==> src/rtl/assert_macros.svh <==
// ---------------------------------------------------------------------------
// Assertion macros
// Shared concurrent assertion forms for the run-code packer RTL.
// ---------------------------------------------------------------------------
`ifndef ASSERT_MACROS_SVH
`define ASSERT_MACROS_SVH

// Same-cycle implication, disabled while reset is asserted.
`define ASSERT_IMPL(lbl, clk, rst_n, ante, cons, msg) \
  lbl: assert property (@(posedge clk) disable iff (!rst_n) (ante) |-> (cons)) \
    else $error(msg);

// Next-cycle implication, disabled while reset is asserted.
`define ASSERT_NEXT(lbl, clk, rst_n, ante, cons, msg) \
  lbl: assert property (@(posedge clk) disable iff (!rst_n) (ante) |=> (cons)) \
    else $error(msg);

`endif

==> src/rtl/acrp_pkg.sv <==
// ---------------------------------------------------------------------------
// ASCII run-code packer package
// Byte classes, result kinds, code constants and the packer control structs.
// ---------------------------------------------------------------------------
`timescale 1ns / 1ps

package acrp_pkg;

  typedef enum logic [1:0] {
    CLS_NONE  = 2'd0,
    CLS_DIGIT = 2'd1,
    CLS_CAP   = 2'd2,
    CLS_LOWER = 2'd3
  } cls_t;

  typedef enum logic [1:0] {
    KIND_BYTE    = 2'd0,
    KIND_DONE    = 2'd1,
    KIND_BADBYTE = 2'd2,
    KIND_TOOBIG  = 2'd3
  } kind_t;

  localparam int unsigned RUN_DEPTH = 16;
  localparam int unsigned RUN_AW    = 4;

  localparam logic [4:0] PFX_CAP       = 5'h00;
  localparam logic [4:0] PFX_DIGIT     = 5'h10;
  localparam logic [4:0] PFX_LOWER     = 5'h18;
  localparam logic [4:0] CODE_NEWLINE  = 5'h1F;
  localparam logic [4:0] RUN_MAX_CAP   = 5'd16;
  localparam logic [4:0] RUN_MAX_OTHER = 5'd8;

  localparam logic [7:0] BYTE_NEWLINE = 8'h0A;
  localparam logic [7:0] DIGIT_LO     = 8'h20;
  localparam logic [7:0] DIGIT_HI     = 8'h3F;
  localparam logic [7:0] CAP_LO       = 8'h40;
  localparam logic [7:0] CAP_HI       = 8'h5F;
  localparam logic [7:0] LOWER_LO     = 8'h60;
  localparam logic [7:0] LOWER_END    = 8'h7F;

  // Command to the bit-serial packer
  typedef struct packed {
    logic       clear;
    logic       take;
    logic       load;
    logic [4:0] code;
  } pk_cmd_t;

  // Status from the bit-serial packer
  typedef struct packed {
    logic        busy;
    logic        full;
    logic        has_bits;
    logic        room;
    logic [7:0]  part;
    logic [31:0] done_cnt;
  } pk_stat_t;

  function automatic cls_t classify(input logic [7:0] b);
    cls_t c;
    c = CLS_NONE;
    if (b == BYTE_NEWLINE || (b >= LOWER_LO && b < LOWER_END)) begin
      c = CLS_LOWER;
    end else if (b >= DIGIT_LO && b <= DIGIT_HI) begin
      c = CLS_DIGIT;
    end else if (b >= CAP_LO && b <= CAP_HI) begin
      c = CLS_CAP;
    end
    return c;
  endfunction

  // Every class base is a multiple of 32, so the code is the low five bits.
  function automatic logic [4:0] code_of(input logic [7:0] b);
    logic [4:0] c;
    c = b[4:0];
    if (b == BYTE_NEWLINE) begin
      c = CODE_NEWLINE;
    end
    return c;
  endfunction

  function automatic logic [4:0] ctrl_code(input cls_t c, input logic [4:0] cnt);
    logic [4:0] pfx;
    case (c)
      CLS_CAP:   pfx = PFX_CAP;
      CLS_DIGIT: pfx = PFX_DIGIT;
      default:   pfx = PFX_LOWER;
    endcase
    return pfx | (cnt - 5'd1);
  endfunction

endpackage

==> src/rtl/ascii_run_code_packer.sv <==
// ---------------------------------------------------------------------------
// ASCII run-code packer
// Groups text bytes into same-class runs and packs five-bit run codes LSB
// first into output bytes.
//
// Input channel (in_valid/in_ready) takes one byte per transaction; mark the
// last byte of a buffer with in_last_byte. Results leave on the out_ channel,
// one per transaction, the last of each input flagged by out_end_of_burst.
// The budget register sits at byte address 0 of the cfg_ APB port.
// Flow: a byte that closes no run and ends no buffer gives no result; a
// failing byte gives its failure result. Each five-bit code is loaded into
// the packer and then shifted in bit by bit, and closing a run sends its
// control code and then each stored code; the end of a buffer adds the
// partial flush and the done result. A new byte is taken only once the
// previous one is fully handled, since in_ready is high only at idle.
// Reset (rst_n, synchronous) clears the run, the partial byte, the byte
// count and the failed flag, and sets the budget to all ones. No clearing
// pass is needed. When the receiver stalls, one result waits in the output
// register and one in a staging register, then the packer holds.
// ---------------------------------------------------------------------------
`timescale 1ns / 1ps
`include "assert_macros.svh"

module ascii_run_code_packer import acrp_pkg::*; (
  input  logic        clk,
  input  logic        rst_n,
  // input channel
  input  logic        in_valid,
  output logic        in_ready,
  input  logic [7:0]  in_data_byte,
  input  logic        in_last_byte,
  // result channel
  output logic        out_valid,
  input  logic        out_ready,
  output logic [1:0]  out_kind,
  output logic [7:0]  out_out_byte,
  output logic [31:0] out_total_bytes,
  output logic        out_end_of_burst,
  // configuration
  input  logic        cfg_psel,
  input  logic        cfg_penable,
  input  logic        cfg_pwrite,
  input  logic [2:0]  cfg_paddr,
  input  logic [31:0] cfg_pwdata,
  output logic [31:0] cfg_prdata,
  output logic        cfg_pready
);

  typedef enum logic [3:0] {
    S_IDLE, S_CLASS, S_STORE, S_LAST, S_FLUSH, S_SHIFT,
    S_PARTIAL, S_DONE, S_FAIL, S_FIN
  } state_t;

  typedef enum logic [1:0] {
    PH_PRE, PH_MAX, PH_END
  } phase_t;

  state_t      state_r,   state_nxt;
  phase_t      ph_r,      ph_nxt;
  logic [7:0]  byte_r,    byte_nxt;
  logic        last_r,    last_nxt;
  logic [31:0] budget_r,  budget_nxt;
  logic        failed_r,  failed_nxt;
  cls_t        run_cls_r, run_cls_nxt;
  logic [4:0]  run_cnt_r, run_cnt_nxt;
  logic [4:0]  codes_r,   codes_nxt;
  logic [RUN_AW-1:0] idx_r, idx_nxt;
  kind_t       fkind_r,   fkind_nxt;

  logic        stg_v_r,     stg_v_nxt;
  kind_t       stg_kind_r,  stg_kind_nxt;
  logic [7:0]  stg_byte_r,  stg_byte_nxt;
  logic [31:0] stg_total_r, stg_total_nxt;

  logic        out_v_r,     out_v_nxt;
  kind_t       out_kind_r,  out_kind_nxt;
  logic [7:0]  out_byte_r,  out_byte_nxt;
  logic [31:0] out_total_r, out_total_nxt;
  logic        out_eob_r,   out_eob_nxt;

  pk_cmd_t     pk_cmd;
  pk_stat_t    pk_stat;
  logic        wr_en;
  logic [4:0]  rd_data;

  cls_t        cls;
  logic [4:0]  max_len;
  logic        can_push;
  logic        slot_ok;
  logic        emit_go;
  kind_t       emit_kind;
  logic [7:0]  emit_byte;
  logic [31:0] emit_total;
  logic        push_last;
  logic        clear_all;
  logic        cfg_wr;
  state_t      ret_state;

  acrp_run_store u_store (
    .clk     (clk),
    .wr_en   (wr_en),
    .wr_addr (run_cnt_r[RUN_AW-1:0]),
    .wr_data (code_of(byte_r)),
    .rd_addr (idx_r),
    .rd_data (rd_data)
  );

  acrp_bit_packer u_packer (
    .clk    (clk),
    .rst_n  (rst_n),
    .cmd    (pk_cmd),
    .budget (budget_r),
    .stat   (pk_stat)
  );

  assign cls      = classify(byte_r);
  assign max_len  = (cls == CLS_CAP) ? RUN_MAX_CAP : RUN_MAX_OTHER;
  assign can_push = !out_v_r || out_ready;
  assign slot_ok  = !stg_v_r || can_push;
  assign cfg_wr   = cfg_psel && cfg_penable && cfg_pwrite && cfg_pready;
  assign in_ready = (state_r == S_IDLE);

  always_comb begin
    case (ph_r)
      PH_PRE:  ret_state = S_STORE;
      PH_MAX:  ret_state = S_LAST;
      default: ret_state = S_PARTIAL;
    endcase
  end

  always_comb begin
    state_nxt   = state_r;
    ph_nxt      = ph_r;
    byte_nxt    = byte_r;
    last_nxt    = last_r;
    budget_nxt  = budget_r;
    failed_nxt  = failed_r;
    run_cls_nxt = run_cls_r;
    run_cnt_nxt = run_cnt_r;
    codes_nxt   = codes_r;
    idx_nxt     = idx_r;
    fkind_nxt   = fkind_r;
    pk_cmd      = '0;
    wr_en       = 1'b0;
    emit_go     = 1'b0;
    emit_kind   = KIND_BYTE;
    emit_byte   = 8'd0;
    emit_total  = pk_stat.done_cnt;
    push_last   = 1'b0;
    clear_all   = 1'b0;

    if (cfg_wr && !cfg_paddr[2]) begin
      budget_nxt = cfg_pwdata;
    end

    case (state_r)
      S_IDLE: begin
        if (in_valid) begin
          byte_nxt  = in_data_byte;
          last_nxt  = in_last_byte;
          state_nxt = S_CLASS;
        end
      end
      S_CLASS: begin
        if (failed_r) begin
          // swallow the byte; the last byte of a buffer rearms the block
          clear_all = last_r;
          state_nxt = S_IDLE;
        end else if (budget_r == 32'd0) begin
          fkind_nxt = KIND_TOOBIG;
          state_nxt = S_FAIL;
        end else if (cls == CLS_NONE) begin
          fkind_nxt = KIND_BADBYTE;
          state_nxt = S_FAIL;
        end else if (run_cnt_r != 5'd0 && cls != run_cls_r) begin
          ph_nxt    = PH_PRE;
          state_nxt = S_FLUSH;
        end else begin
          state_nxt = S_STORE;
        end
      end
      S_STORE: begin
        wr_en       = 1'b1;
        run_cnt_nxt = run_cnt_r + 5'd1;
        if (run_cnt_r == 5'd0) begin
          run_cls_nxt = cls;
        end
        if (run_cnt_r + 5'd1 == max_len) begin
          ph_nxt    = PH_MAX;
          state_nxt = S_FLUSH;
        end else begin
          state_nxt = S_LAST;
        end
      end
      S_LAST: begin
        if (last_r) begin
          ph_nxt    = PH_END;
          state_nxt = S_FLUSH;
        end else begin
          state_nxt = S_FIN;
        end
      end
      S_FLUSH: begin
        if (run_cnt_r == 5'd0) begin
          state_nxt = ret_state;
        end else begin
          pk_cmd.load = 1'b1;
          pk_cmd.code = ctrl_code(run_cls_r, run_cnt_r);
          codes_nxt   = run_cnt_r;
          idx_nxt     = '0;
          run_cnt_nxt = 5'd0;
          state_nxt   = S_SHIFT;
        end
      end
      S_SHIFT: begin
        if (pk_stat.full) begin
          if (!pk_stat.room) begin
            fkind_nxt = KIND_TOOBIG;
            state_nxt = S_FAIL;
          end else if (slot_ok) begin
            emit_go     = 1'b1;
            emit_byte   = pk_stat.part;
            emit_total  = pk_stat.done_cnt + 32'd1;
            pk_cmd.take = 1'b1;
          end
        end else if (!pk_stat.busy) begin
          if (codes_r != 5'd0) begin
            pk_cmd.load = 1'b1;
            pk_cmd.code = rd_data;
            codes_nxt   = codes_r - 5'd1;
            idx_nxt     = idx_r + RUN_AW'(1);
          end else begin
            state_nxt = ret_state;
          end
        end
      end
      S_PARTIAL: begin
        if (!pk_stat.has_bits) begin
          state_nxt = S_DONE;
        end else if (!pk_stat.room) begin
          fkind_nxt = KIND_TOOBIG;
          state_nxt = S_FAIL;
        end else if (slot_ok) begin
          emit_go     = 1'b1;
          emit_byte   = pk_stat.part;
          emit_total  = pk_stat.done_cnt + 32'd1;
          pk_cmd.take = 1'b1;
          state_nxt   = S_DONE;
        end
      end
      S_DONE: begin
        if (slot_ok) begin
          emit_go   = 1'b1;
          emit_kind = KIND_DONE;
          clear_all = 1'b1;
          state_nxt = S_FIN;
        end
      end
      S_FAIL: begin
        if (slot_ok) begin
          emit_go    = 1'b1;
          emit_kind  = fkind_r;
          failed_nxt = 1'b1;
          clear_all  = last_r;
          state_nxt  = S_FIN;
        end
      end
      S_FIN: begin
        // release the held result as the end of this input's burst
        if (!stg_v_r) begin
          state_nxt = S_IDLE;
        end else if (can_push) begin
          push_last = 1'b1;
          state_nxt = S_IDLE;
        end
      end
      default: begin
        state_nxt = S_IDLE;
      end
    endcase

    if (clear_all) begin
      pk_cmd.clear = 1'b1;
      run_cnt_nxt  = 5'd0;
      run_cls_nxt  = CLS_NONE;
      failed_nxt   = 1'b0;
    end
  end

  // Staging and output registers: hold one result back until the next one
  // shows whether it ends the burst.
  always_comb begin
    stg_v_nxt     = stg_v_r;
    stg_kind_nxt  = stg_kind_r;
    stg_byte_nxt  = stg_byte_r;
    stg_total_nxt = stg_total_r;
    out_v_nxt     = out_v_r;
    out_kind_nxt  = out_kind_r;
    out_byte_nxt  = out_byte_r;
    out_total_nxt = out_total_r;
    out_eob_nxt   = out_eob_r;
    if (out_v_r && out_ready) begin
      out_v_nxt = 1'b0;
    end
    if ((emit_go && stg_v_r) || push_last) begin
      out_v_nxt     = 1'b1;
      out_kind_nxt  = stg_kind_r;
      out_byte_nxt  = stg_byte_r;
      out_total_nxt = stg_total_r;
      out_eob_nxt   = push_last;
    end
    if (push_last) begin
      stg_v_nxt = 1'b0;
    end
    if (emit_go) begin
      stg_v_nxt     = 1'b1;
      stg_kind_nxt  = emit_kind;
      stg_byte_nxt  = emit_byte;
      stg_total_nxt = emit_total;
    end
  end

  always_ff @(posedge clk) begin
    if (!rst_n) begin
      state_r   <= S_IDLE;
      ph_r      <= PH_PRE;
      budget_r  <= 32'hFFFF_FFFF;
      failed_r  <= 1'b0;
      run_cls_r <= CLS_NONE;
      run_cnt_r <= 5'd0;
      codes_r   <= 5'd0;
      idx_r     <= '0;
      stg_v_r   <= 1'b0;
      out_v_r   <= 1'b0;
    end else begin
      state_r   <= state_nxt;
      ph_r      <= ph_nxt;
      budget_r  <= budget_nxt;
      failed_r  <= failed_nxt;
      run_cls_r <= run_cls_nxt;
      run_cnt_r <= run_cnt_nxt;
      codes_r   <= codes_nxt;
      idx_r     <= idx_nxt;
      stg_v_r   <= stg_v_nxt;
      out_v_r   <= out_v_nxt;
    end
    byte_r      <= byte_nxt;
    last_r      <= last_nxt;
    fkind_r     <= fkind_nxt;
    stg_kind_r  <= stg_kind_nxt;
    stg_byte_r  <= stg_byte_nxt;
    stg_total_r <= stg_total_nxt;
    out_kind_r  <= out_kind_nxt;
    out_byte_r  <= out_byte_nxt;
    out_total_r <= out_total_nxt;
    out_eob_r   <= out_eob_nxt;
  end

  assign out_valid        = out_v_r;
  assign out_kind         = out_kind_r;
  assign out_out_byte     = out_byte_r;
  assign out_total_bytes  = out_total_r;
  assign out_end_of_burst = out_eob_r;

  assign cfg_pready = 1'b1;
  assign cfg_prdata = cfg_paddr[2] ? 32'd0 : budget_r;

  `ASSERT_IMPL(a_idle_stage_empty, clk, rst_n, in_ready, !stg_v_r, "result left staged at idle")
  `ASSERT_IMPL(a_load_when_free, clk, rst_n, pk_cmd.load, !pk_stat.busy && !pk_stat.full, "code loaded while packer busy")
  `ASSERT_IMPL(a_final_kind_ends, clk, rst_n, out_v_r && out_kind_r != KIND_BYTE, out_eob_r, "status result not at end of burst")
  `ASSERT_IMPL(a_run_bound, clk, rst_n, 1'b1, run_cnt_r <= RUN_MAX_CAP, "run count beyond limit")
  `ASSERT_NEXT(a_fail_sets_flag, clk, rst_n, state_r == S_FAIL && slot_ok && !last_r, failed_r, "failure not recorded")

endmodule

==> src/rtl/acrp_run_store.sv <==
// ---------------------------------------------------------------------------
// Run store
// Holds the five-bit codes of the open run; one write and one registered read.
// ---------------------------------------------------------------------------
`timescale 1ns / 1ps

module acrp_run_store import acrp_pkg::*; (
  input  logic              clk,
  input  logic              wr_en,
  input  logic [RUN_AW-1:0] wr_addr,
  input  logic [4:0]        wr_data,
  input  logic [RUN_AW-1:0] rd_addr,
  output logic [4:0]        rd_data
);

  logic [4:0] mem_r [RUN_DEPTH];
  logic [4:0] rd_data_r;

  always_ff @(posedge clk) begin
    if (wr_en) begin
      mem_r[wr_addr] <= wr_data;
    end
    rd_data_r <= mem_r[rd_addr];
  end

  assign rd_data = rd_data_r;

endmodule

==> src/rtl/acrp_bit_packer.sv <==
// ---------------------------------------------------------------------------
// Bit-serial packer
// Shifts one code bit per cycle into the partial byte, LSB first, while no
// finished byte waits, and counts the bytes taken against the budget.
// ---------------------------------------------------------------------------
`timescale 1ns / 1ps

module acrp_bit_packer import acrp_pkg::*; (
  input  logic        clk,
  input  logic        rst_n,
  input  pk_cmd_t     cmd,
  input  logic [31:0] budget,
  output pk_stat_t    stat
);

  logic [4:0]  sh_r,    sh_nxt;
  logic [2:0]  left_r,  left_nxt;
  logic [7:0]  part_r,  part_nxt;
  logic [3:0]  pbits_r, pbits_nxt;
  logic [31:0] done_r,  done_nxt;
  logic        full;

  assign full = (pbits_r == 4'd8);

  always_comb begin
    sh_nxt    = sh_r;
    left_nxt  = left_r;
    part_nxt  = part_r;
    pbits_nxt = pbits_r;
    done_nxt  = done_r;
    if (cmd.clear) begin
      left_nxt  = 3'd0;
      part_nxt  = 8'd0;
      pbits_nxt = 4'd0;
      done_nxt  = 32'd0;
    end else if (cmd.take) begin
      part_nxt  = 8'd0;
      pbits_nxt = 4'd0;
      done_nxt  = done_r + 32'd1;
    end else if (cmd.load) begin
      sh_nxt   = cmd.code;
      left_nxt = 3'd5;
    end else if (left_r != 3'd0 && !full) begin
      // advance one bit; stall while a finished byte waits
      part_nxt[pbits_r[2:0]] = sh_r[0];
      sh_nxt    = {1'b0, sh_r[4:1]};
      left_nxt  = left_r - 3'd1;
      pbits_nxt = pbits_r + 4'd1;
    end
  end

  always_ff @(posedge clk) begin
    if (!rst_n) begin
      left_r  <= 3'd0;
      part_r  <= 8'd0;
      pbits_r <= 4'd0;
      done_r  <= 32'd0;
    end else begin
      left_r  <= left_nxt;
      part_r  <= part_nxt;
      pbits_r <= pbits_nxt;
      done_r  <= done_nxt;
    end
    sh_r <= sh_nxt;
  end

  always_comb begin
    stat.busy     = (left_r != 3'd0);
    stat.full     = full;
    stat.has_bits = (pbits_r != 4'd0);
    stat.room     = (({1'b0, done_r} + 33'd1) < {1'b0, budget});
    stat.part     = part_r;
    stat.done_cnt = done_r;
  end

endmodule

==> config.mk <==
export PLATFORM = sky130hd
export DESIGN_NAME = ascii_run_code_packer
export DESIGN_NICKNAME = d
export VERILOG_FILES = /design/src/rtl/acrp_pkg.sv /design/src/rtl/ascii_run_code_packer.sv /design/src/rtl/acrp_run_store.sv /design/src/rtl/acrp_bit_packer.sv
export VERILOG_INCLUDE_DIRS = /design/src /design/src/rtl
export SDC_FILE = /design/constraint.sdc
export NUM_CORES = 1
export LEC_CHECK = 0
export BUFFER_PORTS_ARGS = -buffer_cell sky130_fd_sc_hd__buf_2
export CAP_MARGIN = 15
export CORE_ASPECT_RATIO = 0.6
export CORE_UTILIZATION = 40
export CTS_CLUSTER_DIAMETER = 30
export DETAILED_ROUTE_END_ITERATION = 10
export HOLD_SLACK_MARGIN = 0.05
export PLACE_DENSITY = 0.68
export SLEW_MARGIN = 20
export SYNTH_ARGS = -nofsm -noshare
export SYNTH_HDL_FRONTEND = slang
export SYNTH_SLANG_ARGS = --single-unit
==> constraint.sdc <==
create_clock -name clk -period 5.8 [get_ports clk]
set_input_delay 0.29 -clock clk [delete_from_list [all_inputs] [get_ports clk]]
set_output_delay 0.29 -clock clk [all_outputs]
set_load 0.01 [all_outputs]
======== After elaboration in Yosys (flattened, before gate mapping) ========
Memories as Yosys holds them, arrays and structs flattened. A register that Yosys moved wholly into a read port is not among the register bits.
Index checks and enable logic that the tools add are counted.
word-level totals
  flip-flop bits (word level) ............. 205
  RAM bits ................................ 80
  input bits .............................. 51
  output and inout port bits .............. 78
  logic and storage cells ................. 235
  memories kept ........................... 1
operators by class
  $add $sub $neg .......................... 8
  magnitude comparators ................... 9
  equal/unequal tests ..................... 37
  muxes and demuxes ....................... 100
  bitwise operators ....................... 5
  reduce and logical (&&, ||, !) cells .... 50
memories
  memory         depth  width  read ports  clocked after memory_dff  write ports  RTL line              RTL
  u_store.mem_r  16     5      1           1                         1            acrp_run_store.sv:16  logic [4:0] mem_r [RUN_DEPTH];
operators with widths
  kind                     number
  $mux W32                 5
  $mux W4                  20
  $pmux W32 S2             1
  $mux W5                  11
  $pmux W4 S9              1
  $add A32 B1 Y33 const B  1
  $lt A33 B32 Y1           1
  $add A32 B1 Y32 const B  1
  $logic_not A32 Y1        1
  $mux W2                  16
  $mux W8                  4
  $pmux W5 S2              3
  $mux W6                  4
  $ne A2 B2 Y1 const B     12
  $mux W1                  19
  $eq A4 B3 Y1 const B     4
  $ge A8 B7 Y1 const B     2
  $pmux W8 S2              1
  $reduce_and A7 Y1        2
  $eq A4 B4 Y1 const B     3
  $mux W3                  4
  $pmux W2 S3              2
  $pmux W6 S2              1
  $reduce_and A2 Y1        6
  44 further kinds         84

======== Longest topological paths before layout ========
  depth in word-level cells ............... 12
  depth in mapped cells ................... 18
  mapped depth without buffers ............ 15

======== Cells and area by module ========
A second synthesis with hierarchy kept.
second synthesis, totals
  cells, all modules ...................... 1259
  area total of the unflattened synthesis .. 13673.1 um^2
modules (own cells, without submodules)
  module                 times used  cells an instance  area an instance (um^2)
  ascii_run_code_packer  1           665                6871.6
  acrp_bit_packer        1           439                3588.4
  acrp_run_store         1           155                3213.1

======== Worst setup path before layout ========
OpenSTA, ideal clock, no wires.
  kind .................................... register to register
  from .................................... register u_packer.done_r[0]
  to ...................................... register stg_byte_r[0], enable pin
  library setup time ...................... 0.659 ns
  arrival time ............................ 4.606 ns
  required time ........................... 5.141 ns
  path slack .............................. 0.535 ns
  stages on the path, launching flop included .. 17
  path buffers ............................ 2
  period minus slack after synthesis ...... 5.265 ns
  cell sequence ........................... dfxtp_1 ha_1 nand3_2 or4_1 buf_2 or3_1 nor2b_1 nand3_1 xnor2_1 ha_1 nand4_1 nor4_1 nand2_1 a2bb2oi_1 nand4_1 buf_2 nand3_1
on the way
  longest elaborated chain between the ends .. 5
  elaborated cells on any way between the ends .. 6
  those cells by class .................... add/sub (1); order compare (1); mux (4)
RTL lines
  element                     RTL line                                                    RTL
  start, declared             acrp_bit_packer.sv:20                                       logic [31:0] done_r, done_nxt;
  start signal, assigned      acrp_bit_packer.sv:62                                       done_r <= done_nxt;
  $add A32 B1 Y33 (*)         acrp_bit_packer.sv:71                                       stat.room = (({1'b0, done_r} + 33'd1) < {1'b0, budget});
  $lt A33 B32 Y1 (*)          acrp_bit_packer.sv:71
  $mux W1 (*)                 ascii_run_code_packer.sv:240                                end else if (!pk_stat.room) begin
  $mux W1 (on tied branches)  ascii_run_code_packer.sv:238, ascii_run_code_packer.sv:216
  $pmux W1 S3 (*)             ascii_run_code_packer.sv:156                                case (state_r)
  via emit_go                 ascii_run_code_packer.sv:90                                 logic emit_go;
  end signal, assigned        ascii_run_code_packer.sv:351                                stg_byte_r <= stg_byte_nxt;
  end, declared               ascii_run_code_packer.sv:72                                 logic [7:0] stg_byte_r, stg_byte_nxt;
The timed path passes the listed nets; every way through them passes the cells marked *.
A chain may end at the register's enable or synchronous reset.

======== Worst setup path in the final report ========
  from .................................... register u_packer.done_r[0]
  to ...................................... register u_packer.sh_r[0], enable pin
on the way
  longest elaborated chain between the ends .. 7
  elaborated cells on any way between the ends .. 8
  those cells by class .................... add/sub (1); order compare (1); mux (4); bitwise (1); reduce/logical (1)
RTL lines
  element                                 RTL line                                                    RTL
  $add A32 B1 Y33 (*)                     acrp_bit_packer.sv:71
  $lt A33 B32 Y1 (*)                      acrp_bit_packer.sv:71
  $mux W1 (*)                             ascii_run_code_packer.sv:240
  $mux W1 (on tied branches)              ascii_run_code_packer.sv:238, ascii_run_code_packer.sv:216
  $pmux W1 S2 (*)                         ascii_run_code_packer.sv:156
  $not A1 Y1 (no source line) (*)         n/a
  $reduce_and A3 Y1 (no source line) (*)  n/a
  end signal, assigned                    acrp_bit_packer.sv:64                                       sh_r <= sh_nxt;
  end, declared                           acrp_bit_packer.sv:16                                       logic [4:0] sh_r, sh_nxt;
Every way passes the cells marked *; elsewhere a longest branch is shown, timed or not.

==> summary.md <==
| Metric | Value |
|---|---|
| Run status | complete, no violations |
| I/O pin count | 129 |
| Fin crit share | 0.901 |
| CTS tree | done |
| FFs w/ async S/R, synth | 0 |
| Synth area leader | edfxtp_1 |
| Worst reg2reg path depth | 14 |
| Share of cells above drive strength 1 | 0.181 |
| RSZ-0062 raised after global routing | false |
| CTS Buffer Depth | 3 |
| Inst Count DP | 1,651 |
| P&R area growth vs syn | 21.4% |
| Post-Syn Nets | 1,255 |
| Pleak | 6.26 nW |
| Dpl hpwl | 23,500 um |
| Clk slew on worst S/H paths | 0.06 ns |
| Cell Area, Synth | 0.0131 mm^2 |
| Vias per inst | 5.52 |
| Worst-Skew Late Latency | 0.55 ns |
| Fmax | 191 MHz |
| Final Cell Area | 0.0159 mm^2 |
| Synth Warn # | 0 |
| CTS resizes | 0 |
| Crit path launch type | flip-flop |
| Die Ht | 142 um |
| Crit path max fanout | 29 |
| Placer Congestion | 0.906 |
| CP cell instances | ha_1 > nand3_2 > or4_1 > or3_1 > nor2b_1 > nand3_1 > xnor2_1 > ha_1 > nand4_1 > nor4_1 > nand2_1 > a2bb2oi_1 > and4_4 > nor3b_1 |
| Port-buffer cells | 125 |
| Synth Flop Type | edfxtp_1 |
| Actual slew at the worst max-slew pin | 1.09 ns |
| Top-area cell type share of the netlist area | 0.412 |
| Layout Utilization | 0.502 |
| Minimum clock period | 5.23 ns |
| Internal reg-to-reg setup slack | 0.57 ns |
| Slowest CP cell | nor3b_1 |
| Ranking of synthesized cells by area | edfxtp_1 (41%), dfxtp_1 (17%), mux4_2 (4.3%) |
| Crit path largest cell delay | 0.68 ns |
| Initial antenna violation count | 1 |
| CP most frequent cell | ha_1 |
| Seq cells post-synth | 289 |
| DP Area | 0.0141 mm^2 |
| Max cap viols | 0 |
| VDD IR max | 0.202 mV |
| CTS Sinks | 289 |
| Pre-antenna DRT Iters | 6 |
| Largest net degree at the start of global routing | 65 |
| First-pass GRT wire length | 51,700 um |
| DIE WIDTH | 236 um |
| Fin nets | 1,414 |
| Antenna Violating Nets Remaining | 0 |
| Slew headroom | 0.261 |
| Sequential area share after synthesis | 0.578 |
| Levels on crit path | 14 |
| Worst endpoint required time | 5.96 ns |
| CP startpoint | u_packer.done_r[0] |
| Slew Viols, Final | 0 |
| Vias in the first global route | 8,934 |
| Final cell count without fillers | 1,768 |
| Starting density of the core | 0.414 |
| R2r startpoint | u_packer.done_r[0] |
| Syn_area_per_cell | 11.3 um^2 |
| Wire per inst | 19.0 um |
| Count of buffer and inverter cells on the critical path | 0 |
| Drt initial violations | 1,057 |
| CTS Buf Count | 41 |
| Final setup fails | 0 |
| # DRC | 0 |
| Cell Pwr Density | 370 mW/mm^2 |
| Setup tns final | 0 ns |
| Critical path endpoint category | flip-flop |
| Total GRT Usage | 0.202 |
| Clk_skew | 0.0345 ns |
| Clock Root Buffer | clkbuf_16 |
| Post-synth EDFFs | 180 |
| Setup CP Type | reg2reg |
| Reg-to-Reg End | u_packer.sh_r[0] |
| Remaining global-route overflow | 0 |
| Delay-heaviest family, CP | simple AND/OR/NAND/NOR gates |
| Total Routed Length | 33,600 um |
| CP arrival | 5.39 ns |
| Hold Crit Class | in2reg |
| DR vias | 9,763 |
| Core outline area | 0.0317 mm^2 |
| Final-report hold violation count | 0 |
| Worst setup path end | u_packer.sh_r[0] |
| Tightest hold margin | 0.241 ns |
| Netlist cell types | 76 |
| Count of filler cells inserted in the layout | 2,732 |
| Mapped Cells | 1,160 |
| Die area | 0.0335 mm^2 |
| H-tree level count | 2 |
| Placement row count | 50 |
-- flip-flops by register name, summed over array words and instances, names as in the netlist, 5 cells and up --
name	flops
u_store.mem_r	80
budget_r	32
out_total_bytes	32
stg_total_r	32
u_packer.done_r	32
byte_r	8
out_out_byte	8
stg_byte_r	8
u_packer.part_r	8
codes_r	5
run_cnt_r	5
u_packer.sh_r	5
u_store.rd_data	5
-- synth_stat cells, drive strengths merged (6+ instances only) --
cell type,n
nor2,101
nor4,12
ha,44
mux2i,13
a21oi,59
xor2,16
or2,6
nor3,20
mux4,25
xnor2,32
o21ai,43
buf,13
nand2b,11
inv,60
nand2,126
and3,12
clkbuf,43
or3,28
edfxtp,180
dfxtp,109
nand4,21
nand3,32
nor2b,8
and2,18
o211ai,38
-- cell usage in the layout (no fill, tap or decap), drive strengths merged, types with 38 or more instances in the layout --
cell	instances
edfxtp	180
a21oi	59
o211ai	38
ha	44
nand2	126
dlygate4sd3	41
inv	64
o21ai	43
dfxtp	109
buf	131
nor2	101
clkbuf	54
-- power breakdown --
part           switching (W)  leakage (nW)  internal (W)  total (W)
clock network       0.000938         0.690       0.00164    0.00258
registers           0.000149          2.54       0.00241    0.00256
logic               0.000474          3.03      0.000279   0.000753
-- tightest hold or removal path, delay by kind of cell --
| kind | cells | cell delay (ns) |
|---|---|---|
| compound gates | 1 | 0.28 |
| simple gates | 1 | 0.06 |
| buf+inv | 1 | 0.09 |
-- cells by family after synthesis --
logic type | after synthesis | synth area share
flops | 289 | 0.578
buf+inv | 117 | 0.0359
fa+ha+maj | 44 | 0.0420
mux | 39 | 0.0540
compound gates | 199 | 0.0976
xor+xnor | 48 | 0.0320
other cells | 1 | 0.000286
simple gates | 423 | 0.160
-- metrics by stage --
step	total power, W	setup slack [ns]
detailed placement	0.00332	0.717
CTS	0.00591	0.684
global placement	0.00329	0.889
finish	0.00589	0.572
floorplan	0.00307	0.535
global route	0.00612	0.277
-- routing by layer --
layer | share of wire | wire (um) | vias to the layer above | track usage
met3 | 0.11 | 3770 | 51 | 0.0642
met2 | 0.38 | 12900 | 449 | 0.259
met4 | 0.017 | 581 | 0 | 0.0561
met1 | 0.49 | 16400 | 4683 | 0.315
met5 | 0 | 0 | - | 0
li1 | - | - | 4580 | -
-- layout make-up --
cell class              instances  area (um^2)  area share
well taps                     416          520      0.0327
inverters                      61          229      0.0144
repair buffers                172         1080      0.0679
clock buffers                  54         1160      0.0727
flip-flops and latches        289         7590       0.477
diodes                          1         2.50    0.000157
multi-input cells             754         5070       0.318
clock inverters                21          274      0.0172
-- worst min path at each step --
stage | from | endpoint | slack, ns | cells past startpoint
after global placement | stg_byte_r[0] | out_out_byte[0] | 0.40 | 0
after global routing | out_ready | out_valid | 0.24 | 3
after CTS | out_ready | out_valid | 0.22 | 3
final | out_ready | out_valid | 0.24 | 3
after detailed placement | stg_total_r[0] | out_total_bytes[0] | 0.40 | 0
after floorplan | in_data_byte[0] | byte_r[0] | 0.39 | 0
-- repair_timing --
action / 4_1_cts / 5_1_grt
hold endpoints to repair: 41 / 0
hold buffers: 41 / 0
setup buffers: 0 / 0
setup endpoints to repair: 0 / 0
Power figures use the tool's default switching activity.
